<file path="config.mk">
export PLATFORM = sky130hd
export DESIGN_NAME = strict_base64_decoder_unit
export DESIGN_NICKNAME = d
export VERILOG_FILES = /design/src/rtl/sbd_pkg.sv /design/src/rtl/sbd_decode.sv /design/src/rtl/sbd_out_queue.sv /design/src/rtl/strict_base64_decoder_unit.sv
export SDC_FILE = /design/constraint.sdc
export NUM_CORES = 1
export LEC_CHECK = 0
export BUFFER_PORTS_ARGS = -buffer_cell sky130_fd_sc_hd__buf_2
export CAP_MARGIN = 20
export CORE_MARGIN = 2
export CORE_UTILIZATION = 35
export DETAILED_ROUTE_END_ITERATION = 16
export GPL_TIMING_DRIVEN = 0
export PLACE_DENSITY = 0.52
export SYNTH_ARGS = -nofsm -noshare
export SYNTH_HDL_FRONTEND = slang
export SYNTH_SLANG_ARGS = --single-unit
</file>
<file path="constraint.sdc">
create_clock -name clk -period 9.8 [get_ports clk]
set_input_delay 0.49 -clock clk [delete_from_list [all_inputs] [get_ports clk]]
set_output_delay 0.49 -clock clk [all_outputs]
set_load 0.02 [all_outputs]
</file>
<file path="src/rtl/sbd_pkg.sv">
package sbd_pkg;

  localparam logic [1:0] ST_OK        = 2'd0;
  localparam logic [1:0] ST_MALFORMED = 2'd1;
  localparam logic [1:0] ST_CAPACITY  = 2'd2;

  // Character classes beyond the 64 alphabet values.
  localparam logic [6:0] CH_PAD = 7'd64;
  localparam logic [6:0] CH_BAD = 7'd65;

  localparam int unsigned ALPHA_UPPER = 26;
  localparam int unsigned ALPHA_DIGIT = 52;
  localparam logic [6:0] VAL_PLUS  = 7'd62;
  localparam logic [6:0] VAL_SLASH = 7'd63;

  localparam logic [3:0] PAD1_MASK = 4'h3;
  localparam logic [3:0] PAD2_MASK = 4'hf;

  // Decoded bytes of one finished group plus the end-of-message flags.
  typedef struct packed {
    logic [2:0][7:0] data;
    logic [1:0]      nbytes;
    logic            eom;
    logic [1:0]      status;
    logic [15:0]     length;
  } sbd_bundle_t;

  function automatic logic [6:0] classify(input logic [7:0] c);
    logic [7:0] d;
    d = 8'd0;
    if (c >= "A" && c <= "Z") begin
      d = c - 8'd65;
      return {1'b0, d[5:0]};
    end else if (c >= "a" && c <= "z") begin
      d = c - 8'd97 + 8'(ALPHA_UPPER);
      return {1'b0, d[5:0]};
    end else if (c >= "0" && c <= "9") begin
      d = c - 8'd48 + 8'(ALPHA_DIGIT);
      return {1'b0, d[5:0]};
    end else if (c == "+") begin
      return VAL_PLUS;
    end else if (c == "/") begin
      return VAL_SLASH;
    end else if (c == "=") begin
      return CH_PAD;
    end
    return CH_BAD;
  endfunction

endpackage

</file>
<file path="src/rtl/sbd_decode.sv">
module sbd_decode
  import sbd_pkg::*;
#(
  parameter int LENGTH_BITS = 16
) (
  input  logic        clk,
  input  logic        rst_n,
  input  logic        in_valid,
  output logic        in_ready,
  input  logic [7:0]  in_char,
  input  logic        in_eom,
  input  logic [15:0] capacity,
  output logic        bun_valid,
  input  logic        bun_ready,
  output sbd_bundle_t bun
);

  localparam int CW = ((LENGTH_BITS > 16) ? LENGTH_BITS : 16) + 1;

  logic                   s_valid_r, s_valid_nxt;
  logic [7:0]             s_char_r;
  logic                   s_eom_r;
  logic [17:0]            acc_r, acc_nxt;
  logic [1:0]             pos_r, pos_nxt;
  logic [1:0]             pad_r, pad_nxt;
  logic [1:0]             err_r, err_nxt;
  logic [LENGTH_BITS-1:0] cnt_r, cnt_nxt;

  logic [6:0]  cls;
  logic [5:0]  sext;
  logic [23:0] word;
  logic [1:0]  nb;
  logic [1:0]  n;
  logic [CW-1:0] sum, cap_ext, mask_ext, cap_lim, len_ext;
  logic        produce, advance;

  always_comb begin
    cls     = classify(s_char_r);
    sext    = cls[5:0];
    pad_nxt = pad_r;
    err_nxt = err_r;
    cnt_nxt = cnt_r;
    nb      = 2'd0;
    n       = 2'd0;

    if (cls == CH_PAD) begin
      if (pos_r == 2'd2 && pad_r == 2'd0 && !s_eom_r) begin
        pad_nxt = 2'd1;
      end else if (pos_r == 2'd3 && s_eom_r && pad_r < 2'd2) begin
        pad_nxt = pad_r + 2'd1;
      end else begin
        err_nxt = ST_MALFORMED;
      end
      sext = 6'd0;
    end else if (cls == CH_BAD) begin
      err_nxt = ST_MALFORMED;
      sext    = 6'd0;
    end else if (pad_r != 2'd0) begin
      err_nxt = ST_MALFORMED;
    end

    if (s_eom_r) begin
      if (pos_r != 2'd3) err_nxt = ST_MALFORMED;
      if (pad_nxt == 2'd1 && (acc_r[3:0] & PAD1_MASK) != 4'd0) err_nxt = ST_MALFORMED;
      if (pad_nxt == 2'd2 && (acc_r[9:6] & PAD2_MASK) != 4'd0) err_nxt = ST_MALFORMED;
    end

    word = {acc_r, sext};

    // Capacity check against out_capacity clamped to the counter range.
    mask_ext = {{(CW-LENGTH_BITS){1'b0}}, {LENGTH_BITS{1'b1}}};
    cap_ext  = CW'(capacity);
    cap_lim  = (cap_ext > mask_ext) ? mask_ext : cap_ext;
    n        = 2'd3 - ((pad_nxt > 2'd2) ? 2'd2 : pad_nxt);
    sum      = CW'(cnt_r) + CW'(n);

    if (pos_r == 2'd3 && err_nxt == ST_OK) begin
      if (sum > cap_lim) begin
        err_nxt = ST_CAPACITY;
      end else begin
        nb      = n;
        cnt_nxt = sum[LENGTH_BITS-1:0];
      end
    end

    acc_nxt = (pos_r == 2'd3) ? 18'd0 : word[17:0];
    pos_nxt = pos_r + 2'd1;

    len_ext     = CW'(cnt_nxt);
    bun.data[0] = word[23:16];
    bun.data[1] = word[15:8];
    bun.data[2] = word[7:0];
    bun.nbytes  = nb;
    bun.eom     = s_eom_r;
    bun.status  = s_eom_r ? err_nxt : ST_OK;
    bun.length  = (s_eom_r && err_nxt == ST_OK) ? len_ext[15:0] : 16'd0;

    produce   = (nb != 2'd0) || s_eom_r;
    bun_valid = s_valid_r && produce;
    advance   = s_valid_r && (!produce || bun_ready);
    in_ready  = !s_valid_r || advance;

    s_valid_nxt = in_valid ? 1'b1 : (s_valid_r && !advance);
  end

  always_ff @(posedge clk) begin
    if (in_valid && in_ready) begin
      s_char_r <= in_char;
      s_eom_r  <= in_eom;
    end
  end

  always_ff @(posedge clk) begin
    if (!rst_n) begin
      s_valid_r <= 1'b0;
      acc_r     <= '0;
      pos_r     <= '0;
      pad_r     <= '0;
      err_r     <= ST_OK;
      cnt_r     <= '0;
    end else begin
      if (in_ready) s_valid_r <= s_valid_nxt;
      if (advance) begin
        if (s_eom_r) begin
          acc_r <= '0;
          pos_r <= '0;
          pad_r <= '0;
          err_r <= ST_OK;
          cnt_r <= '0;
        end else begin
          acc_r <= acc_nxt;
          pos_r <= pos_nxt;
          pad_r <= pad_nxt;
          err_r <= err_nxt;
          cnt_r <= cnt_nxt;
        end
      end
    end
  end

endmodule

</file>
<file path="src/rtl/sbd_out_queue.sv">
module sbd_out_queue
  import sbd_pkg::*;
(
  input  logic        clk,
  input  logic        rst_n,
  input  logic        bun_valid,
  output logic        bun_ready,
  input  sbd_bundle_t bun,
  output logic        out_valid,
  input  logic        out_ready,
  output logic [7:0]  data_byte,
  output logic        byte_valid,
  output logic        run_last,
  output logic        message_done,
  output logic [1:0]  status,
  output logic [15:0] decoded_length
);

  sbd_bundle_t mem_r [2];
  logic        wr_r, rd_r;
  logic [1:0]  count_r, count_nxt;
  logic [1:0]  idx_r;
  sbd_bundle_t head;
  logic [1:0]  nres;
  logic        push, pop, bundle_end;

  assign bun_ready = (count_r != 2'd2);
  assign push      = bun_valid && bun_ready;
  assign head      = mem_r[rd_r];
  assign out_valid = (count_r != 2'd0);
  assign pop       = out_valid && out_ready;

  always_comb begin
    nres       = (head.nbytes == 2'd0) ? 2'd1 : head.nbytes;
    bundle_end = (idx_r == nres - 2'd1);
    byte_valid = (head.nbytes != 2'd0);
    case (idx_r)
      2'd0:    data_byte = head.data[0];
      2'd1:    data_byte = head.data[1];
      2'd2:    data_byte = head.data[2];
      default: data_byte = 8'd0;
    endcase
    if (!byte_valid) data_byte = 8'd0;
    run_last       = bundle_end;
    message_done   = bundle_end && head.eom;
    status         = message_done ? head.status : ST_OK;
    decoded_length = message_done ? head.length : 16'd0;
    count_nxt      = count_r + {1'b0, push} - {1'b0, pop && bundle_end};
  end

  always_ff @(posedge clk) begin
    if (push) mem_r[wr_r] <= bun;
  end

  always_ff @(posedge clk) begin
    if (!rst_n) begin
      wr_r    <= 1'b0;
      rd_r    <= 1'b0;
      count_r <= 2'd0;
      idx_r   <= 2'd0;
    end else begin
      count_r <= count_nxt;
      if (push) wr_r <= !wr_r;
      if (pop) begin
        if (bundle_end) begin
          idx_r <= 2'd0;
          rd_r  <= !rd_r;
        end else begin
          idx_r <= idx_r + 2'd1;
        end
      end
    end
  end

endmodule

</file>
<file path="src/rtl/strict_base64_decoder_unit.sv">
// Strict base64 decoder, one encoded character per input beat.
// Input: in_tdata carries the character, in_tlast marks the last character
// of a message. Output: one beat per decoded byte; a group of four
// characters yields up to three beats. out_tlast closes the beats caused by
// one input beat; out_tuser flags byte_valid, message_done and status.
// The last beat of a message carries status and decoded length; when no
// byte comes with it, a beat with byte_valid low carries them alone.
// On a nonzero status the receiver drops the bytes already seen.
// Each result passes through the input register and a group queue entry.
// Throughput: one input beat per cycle; the output drains one beat per
// cycle from a two-entry group queue, so a full queue stalls the input.
// cfg_valid/cfg_data write out_capacity (reset 65535); write only when idle.
// Reset (synchronous, rst_n low) clears the message state and the queue.
// When the receiver stalls, results wait in the queue and in_tready drops
// once both entries and the input register are occupied.
module strict_base64_decoder_unit
  import sbd_pkg::*;
#(
  parameter int LENGTH_BITS = 16
) (
  input  logic        clk,
  input  logic        rst_n,
  input  logic        cfg_valid,
  output logic        cfg_ready,
  input  logic [15:0] cfg_data,
  input  logic        in_tvalid,
  output logic        in_tready,
  input  logic [7:0]  in_tdata,   // [7:0] char_code
  input  logic        in_tlast,   // end_of_message
  output logic        out_tvalid,
  input  logic        out_tready,
  output logic [23:0] out_tdata,  // [7:0] data_byte, [23:8] decoded_length
  output logic        out_tlast,  // run_last
  output logic [3:0]  out_tuser   // [0] byte_valid, [1] message_done, [3:2] status
);

  logic [15:0] cap_r;
  logic        bun_valid, bun_ready;
  sbd_bundle_t bun;
  logic [7:0]  data_byte;
  logic        byte_valid, message_done;
  logic [1:0]  status;
  logic [15:0] decoded_length;

  assign cfg_ready = 1'b1;

  always_ff @(posedge clk) begin
    if (!rst_n) begin
      cap_r <= 16'hffff;
    end else if (cfg_valid) begin
      cap_r <= cfg_data;
    end
  end

  sbd_decode #(.LENGTH_BITS(LENGTH_BITS)) u_decode (
    .clk       (clk),
    .rst_n     (rst_n),
    .in_valid  (in_tvalid),
    .in_ready  (in_tready),
    .in_char   (in_tdata),
    .in_eom    (in_tlast),
    .capacity  (cap_r),
    .bun_valid (bun_valid),
    .bun_ready (bun_ready),
    .bun       (bun)
  );

  sbd_out_queue u_queue (
    .clk            (clk),
    .rst_n          (rst_n),
    .bun_valid      (bun_valid),
    .bun_ready      (bun_ready),
    .bun            (bun),
    .out_valid      (out_tvalid),
    .out_ready      (out_tready),
    .data_byte      (data_byte),
    .byte_valid     (byte_valid),
    .run_last       (out_tlast),
    .message_done   (message_done),
    .status         (status),
    .decoded_length (decoded_length)
  );

  assign out_tdata = {decoded_length, data_byte};
  assign out_tuser = {status, message_done, byte_valid};

endmodule

</file>
==> results of run 1 <==
[worst paths after layout]
kind                                    endpoint  depth (start not counted)                             from  slack (ns)
hold / removal    u_decode.s_char_r[2]$_DFFE_PP_                          1                      in_tdata[2]        0.23
setup reg to reg  u_queue.mem_r[0][40]$_DFFE_PP_                         26   u_decode.s_char_r[2]$_DFFE_PP_        2.83
setup / recovery                       in_tready                         25   u_decode.s_char_r[2]$_DFFE_PP_        2.72
hold reg to reg   u_queue.mem_r[1][24]$_DFFE_PP_                          0  u_decode.acc_r[13]$_SDFFE_PN0P_        0.47
[through the flow]
stage	utilization	setup slack (ns)
after floorplan	-	2.74
after global placement	0.384	0.465
after detailed placement	0.386	2.90
after CTS	0.413	2.80
after global routing	0.413	2.27
final	0.413	2.72
[cell usage after synthesis (all sizes together) (13+ instances only)]
library cell / n
a211oi: 16
a21oi: 49
a222oi: 16
buf: 15
clkbuf: 29
dfxtp: 64
edfxtp: 99
ha: 35
inv: 40
mux2i: 24
nand2: 82
nand3: 32
nor2: 51
nor2b: 15
o211ai: 20
o21ai: 34
or3: 19
xnor2: 13
[logic make-up after synthesis]
logic type | synth area share
xor gates and xnor gates | 0.0176
buffers and inverters | 0.0441
and+or+nand+nor | 0.162
other | 0.000470
muxes | 0.0315
DFF | 0.533
adders and majority gates | 0.0574
AOI/OAI and AO/OA | 0.154
[layer usage]
layer / vias to the layer above / GRT usage / wire (um)
li1: 2986 / - / -
met1: 2858 / 0.243 / 9820
met2: 138 / 0.236 / 8030
met3: 26 / 0.0304 / 853
met4: 0 / 0.0595 / 367
met5: - / 0 / 0
[registers in the layout, indices dropped and copies added, names as in the netlist, named ones only]
signal / count
u_queue.mem_r: 90
u_decode.acc_r: 18
cap_r: 16
u_decode.cnt_r: 16
u_decode.s_char_r: 8
u_decode.err_r: 2
u_decode.pad_r: 2
u_decode.pos_r: 2
u_queue.count_r: 2
u_queue.idx_r: 2
u_decode.s_eom_r: 1
u_decode.s_valid_r: 1
u_queue.rd_r: 1
u_queue.wr_r: 1
[worst max-delay path, cell delays in order (launching register included)]
cell,delay [ns]
edfxtp_1,0.39
buf_4,0.19
inv_1,0.11
ha_1,0.30
nand3b_1,0.26
o21ai_0,0.27
nand2_1,0.13
nand2_1,0.09
ha_1,0.16
inv_1,0.05
fa_1,0.48
nor2b_1,0.20
nand4_1,0.27
nor2_1,0.45
nand2_1,0.18
xnor2_1,0.23
ha_1,0.35
nand4_1,0.13
a211oi_1,0.19
o41ai_1,0.11
a311oi_1,0.78
buf_2,0.29
o31ai_2,0.10
and2_1,0.21
nand2_1,0.07
buf_2,0.15
[where the power goes]
group          internal [uW]  total [uW]  switching, uW  leakage [uW]
Combinational           51.1         147           95.7       0.00174
Sequential               743         753           10.1       0.00141
Clock                    342         655            313      0.000284
[final cells by class]
class                   instances  area [um^2]
fillers                      2174        13200
multi-input cells             515         3380
plain buffers                  44          201
flip-flops and latches        163         4250
well taps                     285          357
clock buffers                  17          425
inverters                      40          150
repair buffers                 64          350
clock inverters                15          166
==> metrics.md, run 1 <==
| Metric | Value |
|---|---|
| Status | `finished, final reports clean` |
| Slew @ Worst Pin | `between 0.9 and 1 ns` |
| Total Neg Setup Slack | `0 ns` |
| Worst skew pair latency | `about 0.44 ns` |
| Gr usage total | `0.163` |
| Crit-path max FO | `9` |
| Worst Path Arrival | `approximately 6.6 ns` |
| CTS Hold Bufs | `0` |
| Largest net degree at the start of global routing | `26` |
| Count of endpoints failing hold in the final timing report | `0` |
| Worst VDD drop | `around 110 uV` |
| Gpl congestion | `between 0.8 and 0.9` |
| Vias in the first global route | `5551` |
| Synth area leader | `edfxtp_1` |
| Share of cells above drive strength 1 | `0.146` |
| Pwr Density | `~170 nW/um^2` |
| Mapped Avg Cell Area | `roughly 10 um^2` |
| CTS tree | `done` |
| FP Rows | `55` |
| Synth unique cells | `between 60 and 70` |
| Initial core utilization | `0.355` |
| WL per Instance | `around 17 um` |
| Endpoint kind of the worst setup timing path | `output pin` |
| P_leak | `~0.0034 uW` |
| Global-route wire length before repair | `roughly 30 mm` |
| WL final | `19.1 mm` |
| Layout Area Growth over Synthesis | `16.4%` |
| Hpwl dp | `roughly 14 mm` |
| Slew HR | `0.335` |
| Final non-filler cell total | `~1.1k` |
| Clock buffer depth | `2` |
| Final period util | `0.722` |
| Chip width | `approximately 150 um` |
| Synth top area share | `0.373` |
| Fraction of registers with async set/reset | `0` |
| Ys Warns | `0` |
| DRT Pass-1 Iters | `5` |
| Syn Std Cell Area | `approximately 8000 um^2` |
| Most frequent cells in the layout | `99 x edfxtp_1, 81 x nand2_1, 67 x buf_2` |
| Syn nets | `between 800 and 900` |
| Sink Count | `163` |
| Average vias per placed instance | `around 5.3` |
| DP Cell Count | `approximately 1.1k` |
| DRC viols | `0` |
| Hold slack | `approximately 0.23 ns` |
| Yosys reg bits | `between 150 and 200` |
| Via count | `roughly 6k` |
| Maximum clock rate | `141 MHz` |
| Initial antenna violation count | `0` |
| Minimum clock period | `7.08 ns` |
| Seq/Total Area, Yosys | `0.533` |
| Worst setup SP type | `register` |
| Clock Pin Slew Worst Setup and Hold Paths | `approximately 0.07 ns` |
| DR iter-0 viols | `around 450` |
| Pwr Total | `between 1500 and 2000 uW` |
| Placed Instance Area | `around 8700 um^2` |
| CTS H-tree depth | `4` |
| RSZ-0062 raised after global routing | `no` |
| Area contributors post-synth | `edfxtp_1 37%, dfxtp_1 16%, ha_1 5.5%` |
| Hold crit path type | `in -> reg` |
| Post-CTS Setup Repair Bufs | `0` |
| Die Ht | `~150 um` |
| Post-synth EDFFs | `99` |
| Congestion Overflow GR | `0` |
| # setup viols final | `0` |
| Dominant synthesized flop cell | `edfxtp_1` |
| Port-buffer cells | `60` |
| Worst EP required | `9.31 ns` |
| Max-cap violations | `0` |
| Final nets | `between 900 and 1k` |
| Core Region | `~23000 um^2` |
| Setup CP Type | `reg -> out` |
| Pins Over Slew Limit | `0` |
| Antenna Cells | `0` |
| CTS Buf Count | `17` |
| Remaining antenna violation count after routing | `0` |
| Final instance area | `about 9300 um^2` |
| # IOs | `slightly above 60` |
| Full die area | `about 24000 um^2` |
| Post-route clock skew | `roughly 0.012 ns` |
| Clock Tree Root | `clkbuf_16` |
| Commonest non-fill, non-tap cell in the layout | `edfxtp_1` |
| Post-Syn Instances | `around 760` |
| Post-cts repair resize count | `0` |
No activity file was read; power rests on OpenSTA's default activity.
==> run 2, diff against run 1 <==
Settings changed: PLACE_DENSITY 0.52 to 0.54.
Clock period 9.8 ns to 6 ns, I/O delays scaled along.
==> run 2 against run 1 <==
Core utilization grew 1.5 points. Final cell count grew 2.3%. Non-clock buffer count grew 25. Register-to-register slack lost 2.5 ns. First-iteration DRC count grew 5.3%. Combinational power grew 71%. Setup slack lost 2.4 ns. Via count grew 1.2%. Clock power grew 62%. Largest power group unchanged. Highest routed layer unchanged.
==> metrics.md, run 2 (synthesis gave the netlist of run 1 again) <==
| Metric | Value |
|---|---|
| Core Region | `22500 um^2 (unchanged)` |
| Worst Path Arrival | `5.34 ns (-1.25 ns)` |
| Hold_sp | `in_tdata[0]` |
| Antenna Cells | `0 (unchanged)` |
| Critical Path Start | `u_decode.s_char_r[2]$_DFFE_PP_` |
| Full die area | `24000 um^2 (unchanged)` |
| R2r setup slk | `0.37 ns (-2.46 ns)` |
| Initial core utilization | `0.355 (unchanged)` |
| Layout Area Growth over Synthesis | `20.5%` |
| Share of cells above drive strength 1 | `0.193 (+0.0478)` |
| Via count | `6081 (+1.2%)` |
| FP Rows | `55 (unchanged)` |
| Slew @ Worst Pin | `0.871 ns (-0.119 ns)` |
| Slew HR | `0.414 (+0.0787)` |
| Commonest non-fill, non-tap cell in the layout | `edfxtp_1` |
| Setup CP Type | `reg -> out` |
| Global-route wire length before repair | `30.4 mm (-0.54%)` |
| Worst skew pair latency | `0.43 ns (about the same)` |
| Most flops, register | `u_queue.mem_r` |
| Hpwl dp | `13.7 mm (+0.12%)` |
| CTS Hold Bufs | `0 (unchanged)` |
| CTS tree | `done` |
| # IOs | `62 (unchanged)` |
| WL per Instance | `16.5 um (-1.3%)` |
| Pins Over Slew Limit | `0 (unchanged)` |
| Initial antenna violation count | `0 (unchanged)` |
| Count of endpoints failing hold in the final timing report | `0 (unchanged)` |
| Worst setup SP type | `register` |
| Status | `finished, final reports clean` |
| Most frequent cells in the layout | `99 x edfxtp_1, 81 x nand2_1, 66 x buf_2` |
| Vias in the first global route | `5570 (+0.34%)` |
| CTS Buf Count | `17 (unchanged)` |
| Number of flip-flops in the largest register | `90 (unchanged)` |
| Worst VDD drop | `194 uV (+72%)` |
| Clock buffer depth | `2 (unchanged)` |
| Remaining antenna violation count after routing | `0 (unchanged)` |
| Clock Tree Root | `clkbuf_16` |
| Crit path max-delay cell type | `edfxtp_1` |
| Hold crit path type | `in -> reg` |
| Int Pwr | `1860 uW (+64%)` |
| Clock Pin Slew Worst Setup and Hold Paths | `0.07 ns (about the same)` |
| Hold slack | `0.0391 ns (-0.189 ns)` |
| DRT Pass-1 Iters | `9 (+4)` |
| Sequential share of power | `0.484 (about the same)` |
| Psw | `679 uW (+62%)` |
| WL final | `19.2 mm (+0.90%)` |
| Crit-path max FO | `7 (-2)` |
| Die Ht | `155 um (unchanged)` |
| Average vias per placed instance | `5.20 (-1.0%)` |
| Pwr Total | `2540 uW (+63%)` |
| DR iter-0 viols | `477 (+5.3%)` |
| Reg-to-Reg Start | `u_decode.s_char_r[2]$_DFFE_PP_` |
| CTS H-tree depth | `4 (unchanged)` |
| Final period util | `0.941` |
| Sink Count | `163 (unchanged)` |
| Largest net degree at the start of global routing | `26 (unchanged)` |
| Gpl congestion | `0.844 (+2.6%)` |
| Clk pwr share | `0.417 (-0.004)` |
| # setup viols final | `0 (unchanged)` |
| CP peak stage delay | `0.43 ns (-0.35 ns)` |
| Endpoint kind of the worst setup timing path | `output pin` |
| Pwr Density | `264 nW/um^2 (+58%)` |
| P_leak | `0.00356 uW (+3.8%)` |
| Port-buffer cells | `60 (unchanged)` |
| Crit path top cell by count | `nand2_1` |
| Worst EP required | `5.70 ns (-3.61 ns)` |
| Final nets | `937 (+2.9%)` |
| Switching Share | `0.267 (-0.00218)` |
| Minimum clock period | `5.64 ns` |
| Post-route clock skew | `0.00958 ns (-0.00280 ns)` |
| Combinational Power Share | `0.099 (+0.005)` |
| DRC viols | `0 (unchanged)` |
| Congestion Overflow GR | `0 (unchanged)` |
| Chip width | `155 um (unchanged)` |
| Gr usage total | `0.162 (-0.00169)` |
| Maximum clock rate | `177 MHz` |
| Core Util, Final | `0.427 (+0.0146)` |
| Max-cap violations | `0 (unchanged)` |
| Largest registers | `u_queue.mem_r: 90 flops, u_decode.acc_r: 18 flops` |
run 2: power by group through the flow:
stage / Clock (uW) / Sequential (uW) / Combinational [uW]
floorplan: 0 / 1250 / 162
global placement: 0 / 1250 / 238
detailed placement: 0 / 1250 / 242
CTS: 1080 / 1230 / 245
global route: 1130 / 1230 / 278
finish: 1060 / 1230 / 252
run 2: stage by stage:
stage	cell area [um^2]	instances	setup slack, ns	TNS [ns]
after floorplan	7990	762	0.155	0
after global placement	8640	1107	-1.43	-171.01
after detailed placement	8690	1111	-0.837	-84.10
after CTS	9390	1151	0.0190	0
after global routing	9610	1169	-0.0242	-0.0242
final	9610	1169	0.356	0
run 2: path summary, 6_finish.rpt:
| kind | endpoint | cells past startpoint |
|---|---|---|
| setup / recovery | in_tready | 25 |
| hold / removal | u_decode.s_char_r[0]$_DFFE_PP_ | 1 |
| setup reg to reg | u_queue.mem_r[0][0]$_DFFE_PP_ | 26 |
| hold reg to reg | u_queue.mem_r[1][27]$_DFFE_PP_ | 0 |
run 2: final cells by class:
type,instances,area [um^2]
buffer,43,213
clock buffer,17,425
clock inverter,15,159
fill,2155,12900
inverter,40,154
multi-input combinational,516,3510
sequential,163,4250
tap,285,357
timing repair buffer,90,547
run 2: critical path: cells and delay by family, from the launching register on:
kind | cells | cell delay (ns)
AO/OA/AOI/OAI | 4 | 1.08
flip-flops | 1 | 0.43
adder cells (fa/ha/maj) | 4 | 0.96
buffers and inverters | 6 | 0.84
AND/OR/NAND/NOR | 11 | 1.58
run 2: metal layers:
| layer | track usage | vias to the layer above | wire, um | share of wire |
|---|---|---|---|---|
| met3 | 0.0345 | 17 | 843 | 0.044 |
| met4 | 0.0414 | 0 | 235 | 0.012 |
| li1 | - | 3054 | - | - |
| met5 | 0 | - | 0 | 0 |
| met1 | 0.243 | 2877 | 9900 | 0.51 |
| met2 | 0.236 | 133 | 8260 | 0.43 |
run 2: timing repair:
action,4_1_cts,5_1_grt
hold endpoints to repair,0,0
gates resized for setup,12,22
gates cloned,1,0
setup endpoints to repair,178,175
setup buffers,7,18
pin swaps,1,10
